File: config.mk
export PLATFORM = sky130hd
export DESIGN_NAME = slt_cell
export DESIGN_NICKNAME = d
export VERILOG_FILES = /design/src/hdl/slt_pkg.sv /design/src/hdl/slt_cell.sv
export SDC_FILE = /design/constraint.sdc
export NUM_CORES = 1
export LEC_CHECK = 0
export ABC_AREA = 1
export ABC_CLOCK_PERIOD_IN_PS = 3300
export BUFFER_PORTS_ARGS = -buffer_cell sky130_fd_sc_hd__buf_2
export CORE_ASPECT_RATIO = 1.4
export CORE_MARGIN = 2
export CORE_UTILIZATION = 50
export CTS_CLUSTER_SIZE = 30
export DETAILED_ROUTE_END_ITERATION = 12
export PLACE_DENSITY_LB_ADDON = 0.15
export SLEW_MARGIN = 10
export SYNTH_ARGS = -nofsm -noshare
export SYNTH_HDL_FRONTEND = slang
export SYNTH_SLANG_ARGS = --single-unit
File: constraint.sdc
create_clock -name i_clk -period 3.3 [get_ports i_clk]
set_clock_uncertainty 0.05 [all_clocks]
set_input_delay 0.66 -clock i_clk [delete_from_list [all_inputs] [get_ports i_clk]]
set_output_delay 0.66 -clock i_clk [all_outputs]
set_load 0.01 [all_outputs]
File: src/hdl/slt_pkg.sv
// shared/exclusive lock table: package with sizes, codes and shared types
// used by slt_cell and shared_exclusive_lock_table; no dependencies
`default_nettype none
package slt_pkg;

    localparam int TABLE_DEPTH = 32;
    localparam int KEY_BITS    = 64;
    localparam int OWNER_BITS  = 16;
    localparam int NUM_LVL     = 4;
    localparam int SLOT_W      = $clog2(TABLE_DEPTH);
    localparam int CNT_W       = $clog2(TABLE_DEPTH + 1);
    localparam int LIM_W       = 6;
    localparam int CTR_W       = (CNT_W > LIM_W) ? CNT_W : LIM_W;

    // request actions
    localparam logic [2:0] MODE_TRY     = 3'd0;
    localparam logic [2:0] MODE_WAIT    = 3'd1;
    localparam logic [2:0] MODE_REL_ONE = 3'd2;
    localparam logic [2:0] MODE_REL_ALL = 3'd3;
    localparam logic [2:0] MODE_CLEAR   = 3'd4;

    // result status codes
    localparam logic [2:0] ST_OK         = 3'd0;
    localparam logic [2:0] ST_REFUSED    = 3'd1;
    localparam logic [2:0] ST_NOT_HELD   = 3'd2;
    localparam logic [2:0] ST_ILLEGAL    = 3'd3;
    localparam logic [2:0] ST_INVALID    = 3'd4;
    localparam logic [2:0] ST_WAIT_LEVEL = 3'd5;
    localparam logic [2:0] ST_WAIT_ENTRY = 3'd6;

    // entry kinds
    localparam logic [1:0] KIND_EMPTY = 2'd0;
    localparam logic [1:0] KIND_EXCL  = 2'd1;
    localparam logic [1:0] KIND_SHARE = 2'd2;

    // configuration register indexes
    localparam logic [1:0] CFG_L1 = 2'd0;
    localparam logic [1:0] CFG_L2 = 2'd1;
    localparam logic [1:0] CFG_L3 = 2'd2;

    typedef enum logic [1:0] {
        S_IDLE,
        S_SCAN,
        S_FINISH
    } t_state;

    typedef struct packed {
        logic [2:0]            mode;
        logic [2:0]            level;
        logic [1:0]            want;
        logic [KEY_BITS-1:0]   key;
        logic [OWNER_BITS-1:0] owner;
    } t_req;

    // partial result handed from cell to cell along the chain
    typedef struct packed {
        logic                            hit;
        logic [SLOT_W-1:0]               hit_slot;
        logic                            empty_ok;
        logic [SLOT_W-1:0]               empty_slot;
        logic [CNT_W-1:0]                freed;
        logic                            wake;
        logic [NUM_LVL-1:0][CNT_W-1:0]   lvl_cnt;
    } t_carry;

endpackage
`default_nettype wire

File: src/hdl/slt_cell.sv
// shared/exclusive lock table: one table entry with its step of the scan
// depends on slt_pkg
`default_nettype none
module slt_cell import slt_pkg::*; (
    input  logic              i_clk,
    input  logic              i_rst_n,
    input  logic [SLOT_W-1:0] i_idx,
    input  logic              i_tok,
    input  t_carry            i_carry,
    input  t_req              i_req,
    input  logic              i_grant,
    input  logic [SLOT_W-1:0] i_grant_slot,
    output logic              o_tok,
    output t_carry            o_carry
);

    logic [1:0]            r_kind,    n_kind;
    logic [1:0]            r_level,   n_level;
    logic [OWNER_BITS-1:0] r_owner,   n_owner;
    logic [KEY_BITS-1:0]   r_key,     n_key;
    logic                  r_waiting, n_waiting;
    logic                  r_tok;
    t_carry                r_carry,   n_carry;

    logic live, match, own, do_free;

    always_comb begin
        n_kind    = r_kind;
        n_level   = r_level;
        n_owner   = r_owner;
        n_key     = r_key;
        n_waiting = r_waiting;
        n_carry   = i_carry;
        do_free   = 1'b0;
        live  = (r_kind != KIND_EMPTY);
        own   = (r_owner == i_req.owner);
        // same key and level; a request level above three never matches
        match = live && (r_key == i_req.key) && !i_req.level[2]
                && (r_level == i_req.level[1:0]);
        if (i_tok) begin
            case (i_req.mode)
                MODE_TRY, MODE_WAIT: begin
                    if (match && !i_carry.hit
                        && (r_kind == KIND_EXCL || i_req.want == KIND_EXCL)) begin
                        n_carry.hit      = 1'b1;
                        n_carry.hit_slot = i_idx;
                        if (i_req.mode == MODE_WAIT) begin
                            n_waiting = 1'b1;
                        end
                    end
                    if (!live && !i_carry.empty_ok) begin
                        n_carry.empty_ok   = 1'b1;
                        n_carry.empty_slot = i_idx;
                    end
                end
                MODE_REL_ONE: begin
                    if (match && own && !i_carry.hit) begin
                        n_carry.hit      = 1'b1;
                        n_carry.hit_slot = i_idx;
                        do_free          = 1'b1;
                    end
                end
                MODE_REL_ALL: begin
                    do_free = live && own;
                end
                MODE_CLEAR: begin
                    if (live) begin
                        n_carry.freed = i_carry.freed + CNT_W'(1);
                    end
                    n_kind    = KIND_EMPTY;
                    n_level   = 2'd0;
                    n_owner   = '0;
                    n_key     = '0;
                    n_waiting = 1'b0;
                end
                default: ;
            endcase
        end
        if (do_free) begin
            n_kind        = KIND_EMPTY;
            n_owner       = '0;
            n_waiting     = 1'b0;
            n_carry.freed = i_carry.freed + CNT_W'(1);
            if (r_waiting) begin
                n_carry.wake = 1'b1;
            end
            for (int j = 0; j < NUM_LVL; j++) begin
                if (2'(j) <= r_level) begin
                    n_carry.lvl_cnt[j] = i_carry.lvl_cnt[j] + CNT_W'(1);
                end
            end
        end
        if (i_grant && (i_grant_slot == i_idx)) begin
            n_kind  = i_req.want;
            n_level = i_req.level[1:0];
            n_owner = i_req.owner;
            n_key   = i_req.key;
        end
    end

    always_ff @(posedge i_clk) begin
        if (!i_rst_n) begin
            r_kind    <= KIND_EMPTY;
            r_level   <= 2'd0;
            r_owner   <= '0;
            r_key     <= '0;
            r_waiting <= 1'b0;
            r_tok     <= 1'b0;
        end else begin
            r_kind    <= n_kind;
            r_level   <= n_level;
            r_owner   <= n_owner;
            r_key     <= n_key;
            r_waiting <= n_waiting;
            r_tok     <= i_tok;
        end
        r_carry <= n_carry;
    end

    assign o_tok   = r_tok;
    assign o_carry = r_carry;

endmodule
`default_nettype wire

==> out/results.ini, run 1 <==
[run_status]
outcome=completed

[setup_path]
worstPathMaxFanout=33
crit_required_ns=3.61
worstSetupPathType=reg2reg
cp-start-kind=flip-flop
r2r_end=o_carry[7]
end_kind=flip-flop
reg2reg_slack_ns=0.71
crit_path_top_delay_cell=dfxtp_1
path_cells=inv_2, nand2_1, nand4_1, nor2_1, nand2_1, nor2_1, nand3_1, nor2_4, nand4_2, nand2_2, nand2_1, buf_12, nor2_2, nand2_1, o21ai_0
reg2reg_from=r_level[1]
path_common_cell=nand2_1
critPathArrivalTime_ns=2.90
r2r_cells=15
critPathMaxStageDelay_ns=0.61

[pwr]
p_leak_nw=4.74
powerDensity_mw_per_mm2=419
ir_drop_mv=0.307
total_power_w=0.00398

[grt]
overflow=0
use_met2=0.497
grt_usage=0.274
grt.met3_usage=0.0505
grt_pass1_wl_um=35600
grt_util_met1=0.298
grt_max_degree=85
antenna_found_initial=4
busiest_layer=met2
grt_pass1_vias=7802

[cells_and_area]
area.growth.synth_to_final_pct=21.8
drive_gt1_frac=0.165
fill_cells=1537
finish.instance_area_mm2=0.00949
nets=1667

[logic_synthesis]
synth_fp_nets=1486
syn_area_mm2=0.00779
synth.ff_latch_count=129
yosys_warnings=0
synth_cell_types=37
syn_area_per_cell_um2=5.83
synthCells=1336
yosysSeqAreaShare=0.332

[worst_hold_path]
hold_class=in2reg
hold_start=i_carry[36]
min_to=o_carry[36]
hold_depth=3

[detailed_routing]
drc=0
vias=8505
dr.pass1.iters=7
wl_per_cell_um=13.0
vias_per_cell=4.92
initialDrtViolationCount=571
antenna_left=0
wl_um=22400

[floorplanning]
die_y_um=152
core_area_mm2=0.0154
row_count=54
initial_core_util=0.506
die_area_mm2=0.0166
die_w_um=109
io_pins=189

[cts]
clock_latency_ns=0.43
cts.path.max_buffers=2
postCtsSetupBuffers=0
cts.htree.levels=4
cts_tree=built
cts_sinks=129
ctsHoldBuffers=0
cts-buffers-inserted=17
ctsResizeCount=0
cts.clk_slew.worst_paths_ns=0.06
root_buffer=clkbuf_16

[placement]
pre_cts_slack_ns=0.468
placed_area_mm2=0.00891
port_buffers=188
routabilityCongestion=0.944
dp_hpwl_um=17100

[timing]
period_share=0.784
setup_tns_ns=0
max_freq_ghz=0.387
tightest_slew_ns=0.922
fin_ws_ns=0.713
finalHoldViolCount=0
rsz0062_at_grt=no
slew-limit-headroom=0.385
finalMaxSlewViolations=0
whs_ns=0.373
setup_viol=0
layout_min_cycle_time_ns=2.59

[flow_run]
drv_cap=0

[stage by stage]
stage | instances | util
detailed placement | 1694 | 0.578
floorplan | 1336 | -
global route | 1730 | 0.616
global placement | 1694 | 0.578
CTS | 1726 | 0.615
finish | 1730 | 0.616
[sequential cells by signal, summed over array words and instances, names as in the netlist]
signal,count
r_owner,16
r_level,2
r_key,64
r_waiting,1
o_carry,43
o_tok,1
r_kind,2
[how the worst max path moves through the flow]
stage | start | to | slack (ns) | cells after the start
2_1_floorplan | i_req[66] | o_carry[18] | 1.01 | 15
5_1_grt | r_level[1] | o_carry[7] | 0.46 | 15
3_3_place_gp | i_req[62] | o_carry[5] | 0.51 | 16
3_5_place_dp | i_req[62] | o_carry[7] | 0.47 | 14
4_1_cts | r_level[1] | o_carry[7] | 0.73 | 15
6_report | r_level[1] | o_carry[7] | 0.71 | 15
[final cells by class]
| type | instances | area, um2 | area share |
|---|---|---|---|
| inverters | 204 | 766 | 0.0807 |
| repair buffers | 197 | 1030 | 0.109 |
| clock inverters | 14 | 133 | 0.0140 |
| diodes | 4 | 10.0 | 0.00105 |
| multi-input cells | 968 | 4280 | 0.451 |
| clock buffers | 18 | 439 | 0.0463 |
| flip-flops and latches | 129 | 2580 | 0.272 |
| well taps | 196 | 245 | 0.0258 |
[cell families after synthesis]
kind of cell | count (synthesis) | share of synthesized area
AO/OA/AOI/OAI | 124 | 0.0855
XOR/XNOR | 31 | 0.0358
adder cells (fa/ha/maj) | 5 | 0.00803
buffers and inverters | 239 | 0.119
flip-flops | 129 | 0.332
AND/OR/NAND/NOR | 808 | 0.420
[metal layers]
| layer | part of all wire | vias to the layer above |
|---|---|---|
| met1 | 0.40 | 3741 |
| met5 | 0 | - |
| li1 | - | 4462 |
| met3 | 0.050 | 60 |
| met4 | 0.042 | 0 |
| met2 | 0.51 | 242 |
[cells in the final DEF, fill, tap and decap left out, types with 4 or more instances in the layout]
cell type,count
o21ai_2,7
buf_2,188
ha_1,5
inv_1,199
nand3_1,67
xor2_1,22
clkbuf_16,17
diode_2,4
nand4_1,31
dfxtp_1,129
xnor2_1,8
clkinvlp_4,6
buf_4,7
inv_2,5
a21oi_1,90
o21ai_0,18
nor2_1,112
nor3_1,10
nand2_1,569
[where the power goes]
| group | switching [W] | internal, W | leakage [nW] | total, W |
|---|---|---|---|---|
| sequential | 0.0000174 | 0.00160 | 1.06 | 0.00162 |
| clock | 0.000773 | 0.00106 | 0.262 | 0.00184 |
| combinational | 0.000324 | 0.000199 | 3.42 | 0.000523 |
[worst max-delay path: cells and delay by family (launching register included)]
family                 cells  cell delay [ns]
AOI/OAI and AO/OA          1             0.07
buffers and inverters      2             0.33
DFF                        1             0.61
and+or+nand+nor           12             1.47
[cells in the mapped netlist, drive strengths merged]
master / number / area [um2]
a21oi: 91 / 459
a221oi: 1 / 8.76
and2: 1 / 6.26
buf: 11 / 70.1
clkbuf: 24 / 90.1
dfxtp: 129 / 2580
ha: 5 / 62.6
inv: 204 / 766
nand2: 571 / 2150
nand3: 67 / 335
nand3b: 3 / 22.5
nand4: 32 / 206
nor2: 115 / 444
nor3: 11 / 60.1
nor4: 3 / 18.8
o211ai: 1 / 7.51
o21ai: 26 / 156
o21bai: 2 / 15.0
o22ai: 3 / 18.8
or2: 5 / 31.3
xnor2: 9 / 86.3
xor2: 22 / 193
No activity file was read; power rests on OpenSTA's default activity.
==> run 2, diff against run 1 <==
- ABC_AREA: 1 -> 0
- ABC_CLOCK_PERIOD_IN_PS: 3300 -> 2480
- clock period: 3.3 -> 2.48 ns (I/O delays scaled with it)
==> run 2 against run 1 <==
The run now ends with setup timing left; hold slack got worse by 0.16 ns; critical path depth fell by 7; synthesized area fell by 21%; core utilization rose by 12 points.
==> out/results.ini, run 2 <==
[detailed_routing]
initialDrtViolationCount=311  ; was 571
antenna_left=0  ; unchanged
drc=0  ; unchanged
wl_um=18700  ; was 22400 um
vias_per_cell=5.58  ; was 4.92
vias=6256  ; was 8505
wl_per_cell_um=16.7  ; was 13.0 um
dr.pass1.iters=5  ; was 7

[timing]
finalHoldViolCount=0  ; unchanged
layout_min_cycle_time_ns=2.54  ; was 2.59 ns
tightest_slew_ns=0.732  ; was 0.922 ns
setup_viol=28  ; was 0
max_freq_ghz=0.394  ; was 0.387 GHz
slew-limit-headroom=0.512  ; was 0.385
fin_ws_ns=-0.0589  ; was 0.713 ns
rsz0062_at_grt=yes  ; was no
finalMaxSlewViolations=0  ; unchanged
period_share=1.02  ; was 0.784

[cells_and_area]
regMostFlops=r_key  ; unchanged
final_cell_mix=buf_2 (188), dfxtp_1 (119), nand2_1 (83)  ; was nand2_1 (569), inv_1 (199), buf_2 (188)
largest_register_ffs=64  ; unchanged
finish.instance_area_mm2=0.00881  ; was 0.00949 mm2
nets=1111  ; was 1667
area.growth.synth_to_final_pct=43.2  ; was 21.8%
mostFrequentLayoutCell=buf_2  ; was nand2_1
n_antenna_cell=0  ; was 4
drive_gt1_frac=0.391  ; was 0.165

[logic_synthesis]
synthCells=705  ; was 1336
synth-main-ff-cell=dfxtp_1  ; unchanged
yosys_warnings=0  ; unchanged
yosys.area.top_type=dfxtp_1  ; unchanged
synth_fp_nets=855  ; was 1486
yosysMostFrequentCell=dfxtp_1  ; was nand2_1
synth_area_leaders=dfxtp_1 (42%), xor2_1 (7.7%), nand3_1 (6.3%)  ; was dfxtp_1 (33%), nand2_1 (27%), inv_1 (9.7%)
async_flop_share=0  ; unchanged
yosysSeqAreaShare=0.420  ; was 0.332
syn_area_per_cell_um2=8.72  ; was 5.83 um2
synth_edf_count=0  ; unchanged
synth_common_cells=dfxtp_1 (129), nand2_1 (84), nand3_1 (78)  ; was nand2_1 (569), inv_1 (202), dfxtp_1 (129)
synth_top_cell_area_share=0.420  ; was 0.332
synth.ff_latch_count=129  ; unchanged
syn_area_mm2=0.00615  ; was 0.00779 mm2
synth_cell_types=49  ; was 37

[worst_hold_path]
hold_class=in2reg  ; unchanged
hold_depth=2  ; was 3

[cts]
ctsHoldBuffers=0  ; unchanged
cts.path.max_buffers=2  ; unchanged
cts-buffers-inserted=17  ; unchanged
cts.htree.levels=4  ; unchanged
root_buffer=clkbuf_16  ; unchanged
clock_latency_ns=0.41  ; was 0.43 ns
cts.clk_slew.worst_paths_ns=0.05  ; was 0.06 ns
cts_sinks=129  ; unchanged
cts_tree=built  ; unchanged

[grt]
overflow=0  ; unchanged
grt_usage=0.276  ; was 0.274
antenna_found_initial=0  ; was 4
grt_pass1_vias=6260  ; was 7802
grt_max_degree=67  ; was 85
grt_pass1_wl_um=29500  ; was 35600 um

[floorplanning]
die_y_um=135  ; was 152 um
core_area_mm2=0.0119  ; was 0.0154 mm2
die_w_um=97.7  ; was 109 um
die_area_mm2=0.0132  ; was 0.0166 mm2
row_count=47  ; was 54
io_pins=189  ; unchanged
initial_core_util=0.515  ; was 0.506

[pwr]
p_leak_nw=3.68  ; was 4.74 nW
total_power_w=0.00513  ; was 0.00398 W
ir_drop_mv=0.440  ; was 0.307 mV
powerDensity_mw_per_mm2=582  ; was 419 mW/mm2

[setup_path]
end_kind=flip-flop  ; unchanged
r2r_cells=8  ; was 15
cp-start-kind=flip-flop  ; unchanged
critPathArrivalTime_ns=2.78  ; was 2.90 ns
worstSetupPathType=reg2reg  ; unchanged
crit_required_ns=2.73  ; was 3.61 ns
worstPathMaxFanout=14  ; was 33

[placement]
routabilityCongestion=0.916  ; was 0.944
dp_hpwl_um=13800  ; was 17100 um
placed_area_mm2=0.00793  ; was 0.00891 mm2
port_buffers=188  ; unchanged

[run_status]
outcome=finished, violations left  ; was completed
violations=setup timing

[flow_run]
drv_cap=0  ; unchanged

## run 2: area by class of cell
| class | instances | area (um2) |
|---|---|---|
| Clock buffer | 21 | 440 |
| Fill cell | 912 | 3130 |
| Tap cell | 147 | 184 |
| Clock inverter | 11 | 115 |
| Inverter | 18 | 67.6 |
| Sequential cell | 129 | 2590 |
| Multi-Input combinational cell | 522 | 3770 |
| Timing Repair Buffer | 273 | 1640 |
## run 2: report_power, final
| part | internal, W | switching, W | total (W) |
|---|---|---|---|
| logic | 0.000290 | 0.000326 | 0.000616 |
| registers | 0.00213 | 0.0000202 | 0.00215 |
| clock network | 0.00147 | 0.000897 | 0.00236 |
| total | 0.00389 | 0.00124 | 0.00513 |
## run 2: per-stage QoR
step	util	setup TNS (ns)	setup slack (ns)	hold WS [ns]	instances
after floorplan	-	-0.620	-0.0838	0.377	705
after global placement	0.665	-16.76	-0.444	0.406	1085
after detailed placement	0.665	-17.67	-0.509	0.408	1085
after CTS	0.719	-0.185	-0.0646	0.201	1118
after global routing	0.738	-5.31	-0.183	0.207	1121
final	0.738	-0.649	-0.0589	0.217	1121
## run 2: final timing paths
kind / from / endpoint / slack, ns
hold / removal: i_carry[24] / o_carry[24] / 0.22
setup reg to reg: r_key[32] / o_carry[7] / -0.06
setup / recovery: r_key[32] / o_carry[7] / -0.06
hold reg to reg: r_waiting / o_carry[24] / 0.42
## run 2: timing repair
item	CTS	global route
gates resized for setup	20	41
setup buffers	1	3
cloned	0	0
pin swaps	4	25
endpoints found under the setup margin	49	53
## run 2: critical path, cell delays in order (launching register included)
cell,delay [ns]
dfxtp_2,0.35
xnor2_4,0.18
nand4_1,0.09
or4_4,0.56
nor4_4,0.34
a31oi_4,0.17
buf_8,0.19
nor3_4,0.18
mux2_1,0.33
## run 2: kinds of logic (layout without fill, tap and decap cells)
group	after synthesis	count (layout)	synth area share
AO/OA/AOI/OAI	119	119	0.122
XOR/XNOR	94	94	0.134
adder cells (fa/ha/maj)	5	5	0.0102
buffers and inverters	54	323	0.0356
flip-flops	129	129	0.420
multiplexers	15	15	0.0275
AND/OR/NAND/NOR	289	289	0.251
## run 2: layer usage
metal	wire, um	part of all wire	track usage
met5	0	0	0
met4	862	0.046	0.150
met3	1070	0.057	0.0583
met2	9870	0.53	0.501
met1	6940	0.37	0.298
==> run 3, diff against run 2 <==
- MAX_ROUTING_LAYER: default -> met4
==> run 3 against run 2 <==
The run still ends with setup timing left; combinational power about the same; core utilization unchanged; power about the same; final cell count unchanged; design area unchanged; wire length down 0.43%; die area unchanged; sequential share of layout area unchanged; register-to-register slack about the same; worst setup slack worse by 0.0013 ns; hold slack better by 0.00072 ns; flip-flop and latch count unchanged; largest power group unchanged.
==> out/results.ini, run 3 (same netlist as run 2, synthesis figures left out) <==
[run_status]
outcome=finished, violations left  ; unchanged
violations=setup timing  ; unchanged

[placement]
pre_cts_slack_ns=-0.509  ; unchanged
port_buffers=188  ; unchanged
dp_hpwl_um=13800  ; unchanged
routabilityCongestion=0.932  ; was 0.916
placed_area_mm2=0.00793  ; unchanged

[floorplanning]
die_w_um=97.7  ; unchanged
io_pins=189  ; unchanged
core_area_mm2=0.0119  ; unchanged
die_y_um=135  ; unchanged
die_area_mm2=0.0132  ; unchanged
row_count=47  ; unchanged
initial_core_util=0.515  ; unchanged

[cells_and_area]
final_cell_mix=buf_2 (188), dfxtp_1 (119), nand2_1 (83)  ; unchanged
mostFrequentLayoutCell=buf_2  ; unchanged
regMostFlops=r_key  ; unchanged
nets=1111  ; unchanged
drive_gt1_frac=0.391  ; unchanged
n_antenna_cell=0  ; unchanged
fill_cells=912  ; unchanged
largest_register_ffs=64  ; unchanged
finish.instance_area_mm2=0.00881  ; unchanged
area.growth.synth_to_final_pct=43.2  ; unchanged

[timing]
fin_ws_ns=-0.0602  ; was -0.0589 ns
setup_tns_ns=-0.767  ; was -0.649 ns
layout_min_cycle_time_ns=2.54  ; about the same
finalHoldViolCount=0  ; unchanged
period_share=1.02  ; about the same
whs_ns=0.217  ; about the same
max_freq_ghz=0.394  ; about the same
slew-limit-headroom=0.528  ; was 0.512
setup_viol=29  ; was 28
finalMaxSlewViolations=0  ; unchanged
rsz0062_at_grt=yes  ; unchanged
tightest_slew_ns=0.708  ; was 0.732 ns

[grt]
overflow=0  ; unchanged
antenna_found_initial=0  ; unchanged
grt_pass1_vias=6264  ; was 6260
grt_max_degree=67  ; unchanged
grt_usage=0.285  ; was 0.276
grt_pass1_wl_um=29600  ; was 29500 um

[detailed_routing]
vias=6251  ; was 6256
wl_um=18700  ; about the same
wl_per_cell_um=16.6  ; was 16.7 um
dr.pass1.iters=5  ; unchanged
vias_per_cell=5.58  ; about the same
antenna_left=0  ; unchanged
drc=0  ; unchanged
initialDrtViolationCount=295  ; was 311

[worst_hold_path]
hold_class=in2reg  ; unchanged
hold_start=i_carry[24]  ; unchanged

[flow_run]
drv_cap=0  ; unchanged

[cts]
cts.path.max_buffers=2  ; unchanged
cts_tree=built  ; unchanged
cts.clk_slew.worst_paths_ns=0.05  ; about the same
clock_latency_ns=0.41  ; about the same
cts-buffers-inserted=17  ; unchanged
cts_sinks=129  ; unchanged
root_buffer=clkbuf_16  ; unchanged
cts.htree.levels=4  ; unchanged

[pwr]
power.share.clock=0.461  ; about the same
ir_drop_mv=0.440  ; about the same
powerDensity_mw_per_mm2=582  ; about the same
p_sw_frac=0.243  ; was 0.242
p_seq_frac=0.419  ; about the same
power.internal_w=0.00389  ; about the same
p_leak_nw=3.68  ; unchanged
switching_power_w=0.00124  ; about the same
p_comb_frac=0.120  ; about the same

[setup_path]
worstSetupPathType=reg2reg  ; unchanged
worstPathMaxFanout=4  ; was 14
end_kind=flip-flop  ; unchanged
critPathArrivalTime_ns=2.79  ; was 2.78 ns
crit_required_ns=2.73  ; about the same
cp-start-kind=flip-flop  ; unchanged
reg2reg_from=r_key[32]  ; unchanged
crit_start=r_key[32]  ; unchanged

[run 3: cell counts in the layout (fill, tap and decap cells not counted)]
No cell type changed its count.
[run 3: metrics by stage]
step	util	instances	power (W)
global placement	0.665	1085	0.00276
floorplan	-	705	0.00244
detailed placement	0.665	1085	0.00277
finish	0.738	1121	0.00513
global route	0.738	1121	0.00531
CTS	0.719	1118	0.00514
[run 3: final timing paths]
path,depth (start not counted),endpoint,slack (ns)
setup reg to reg,8,o_carry[19],-0.06
hold / removal,2,o_carry[24],0.22
setup / recovery,8,o_carry[19],-0.06
hold reg to reg,1,o_carry[24],0.42
[run 3: metal layers]
| layer | vias to the layer above | track usage | share of wire |
|---|---|---|---|
| li1 | 3033 | - | - |
| met1 | 2930 | 0.302 | 0.37 |
| met4 | 0 | 0.151 | 0.048 |
| met3 | 64 | 0.0547 | 0.055 |
| met5 | - | - | 0 |
| met2 | 224 | 0.501 | 0.53 |
[run 3: critical path, stage by stage, from the launching register on]
cell     delay [ns]
dfxtp_2        0.35
xnor2_4        0.18
nand4_1        0.09
or4_4          0.56
nor4_4         0.34
a31oi_4        0.17
buf_4          0.18
nor3_4         0.21
mux2_4         0.31
[run 3: timing repair]
item                       4_1_cts  5_1_grt
gates resized for setup         20       41
setup endpoints to repair       49       53
pin swaps                        4       25
cloned                           0        0
buffers inserted                 1        3
hold buffers                     0        0
[run 3: final cells by class]
type / count / area [um2] / share of cell area
Multi-Input combinational cell: 522 / 3770 / 0.428
Sequential cell: 129 / 2590 / 0.295
Timing Repair Buffer: 273 / 1640 / 0.186
Clock buffer: 21 / 440 / 0.0500
Tap cell: 147 / 184 / 0.0209
Clock inverter: 11 / 115 / 0.0131
Inverter: 18 / 67.6 / 0.00767
[run 3: power groups by stage]
stage | combinational (W) | clock (W) | sequential (W)
final | 0.000615 | 0.00237 | 0.00215
after global routing | 0.000666 | 0.00249 | 0.00215
after CTS | 0.000594 | 0.00240 | 0.00215
after detailed placement | 0.000580 | 0 | 0.00219
after global placement | 0.000564 | 0 | 0.00219
after floorplan | 0.000223 | 0 | 0.00221
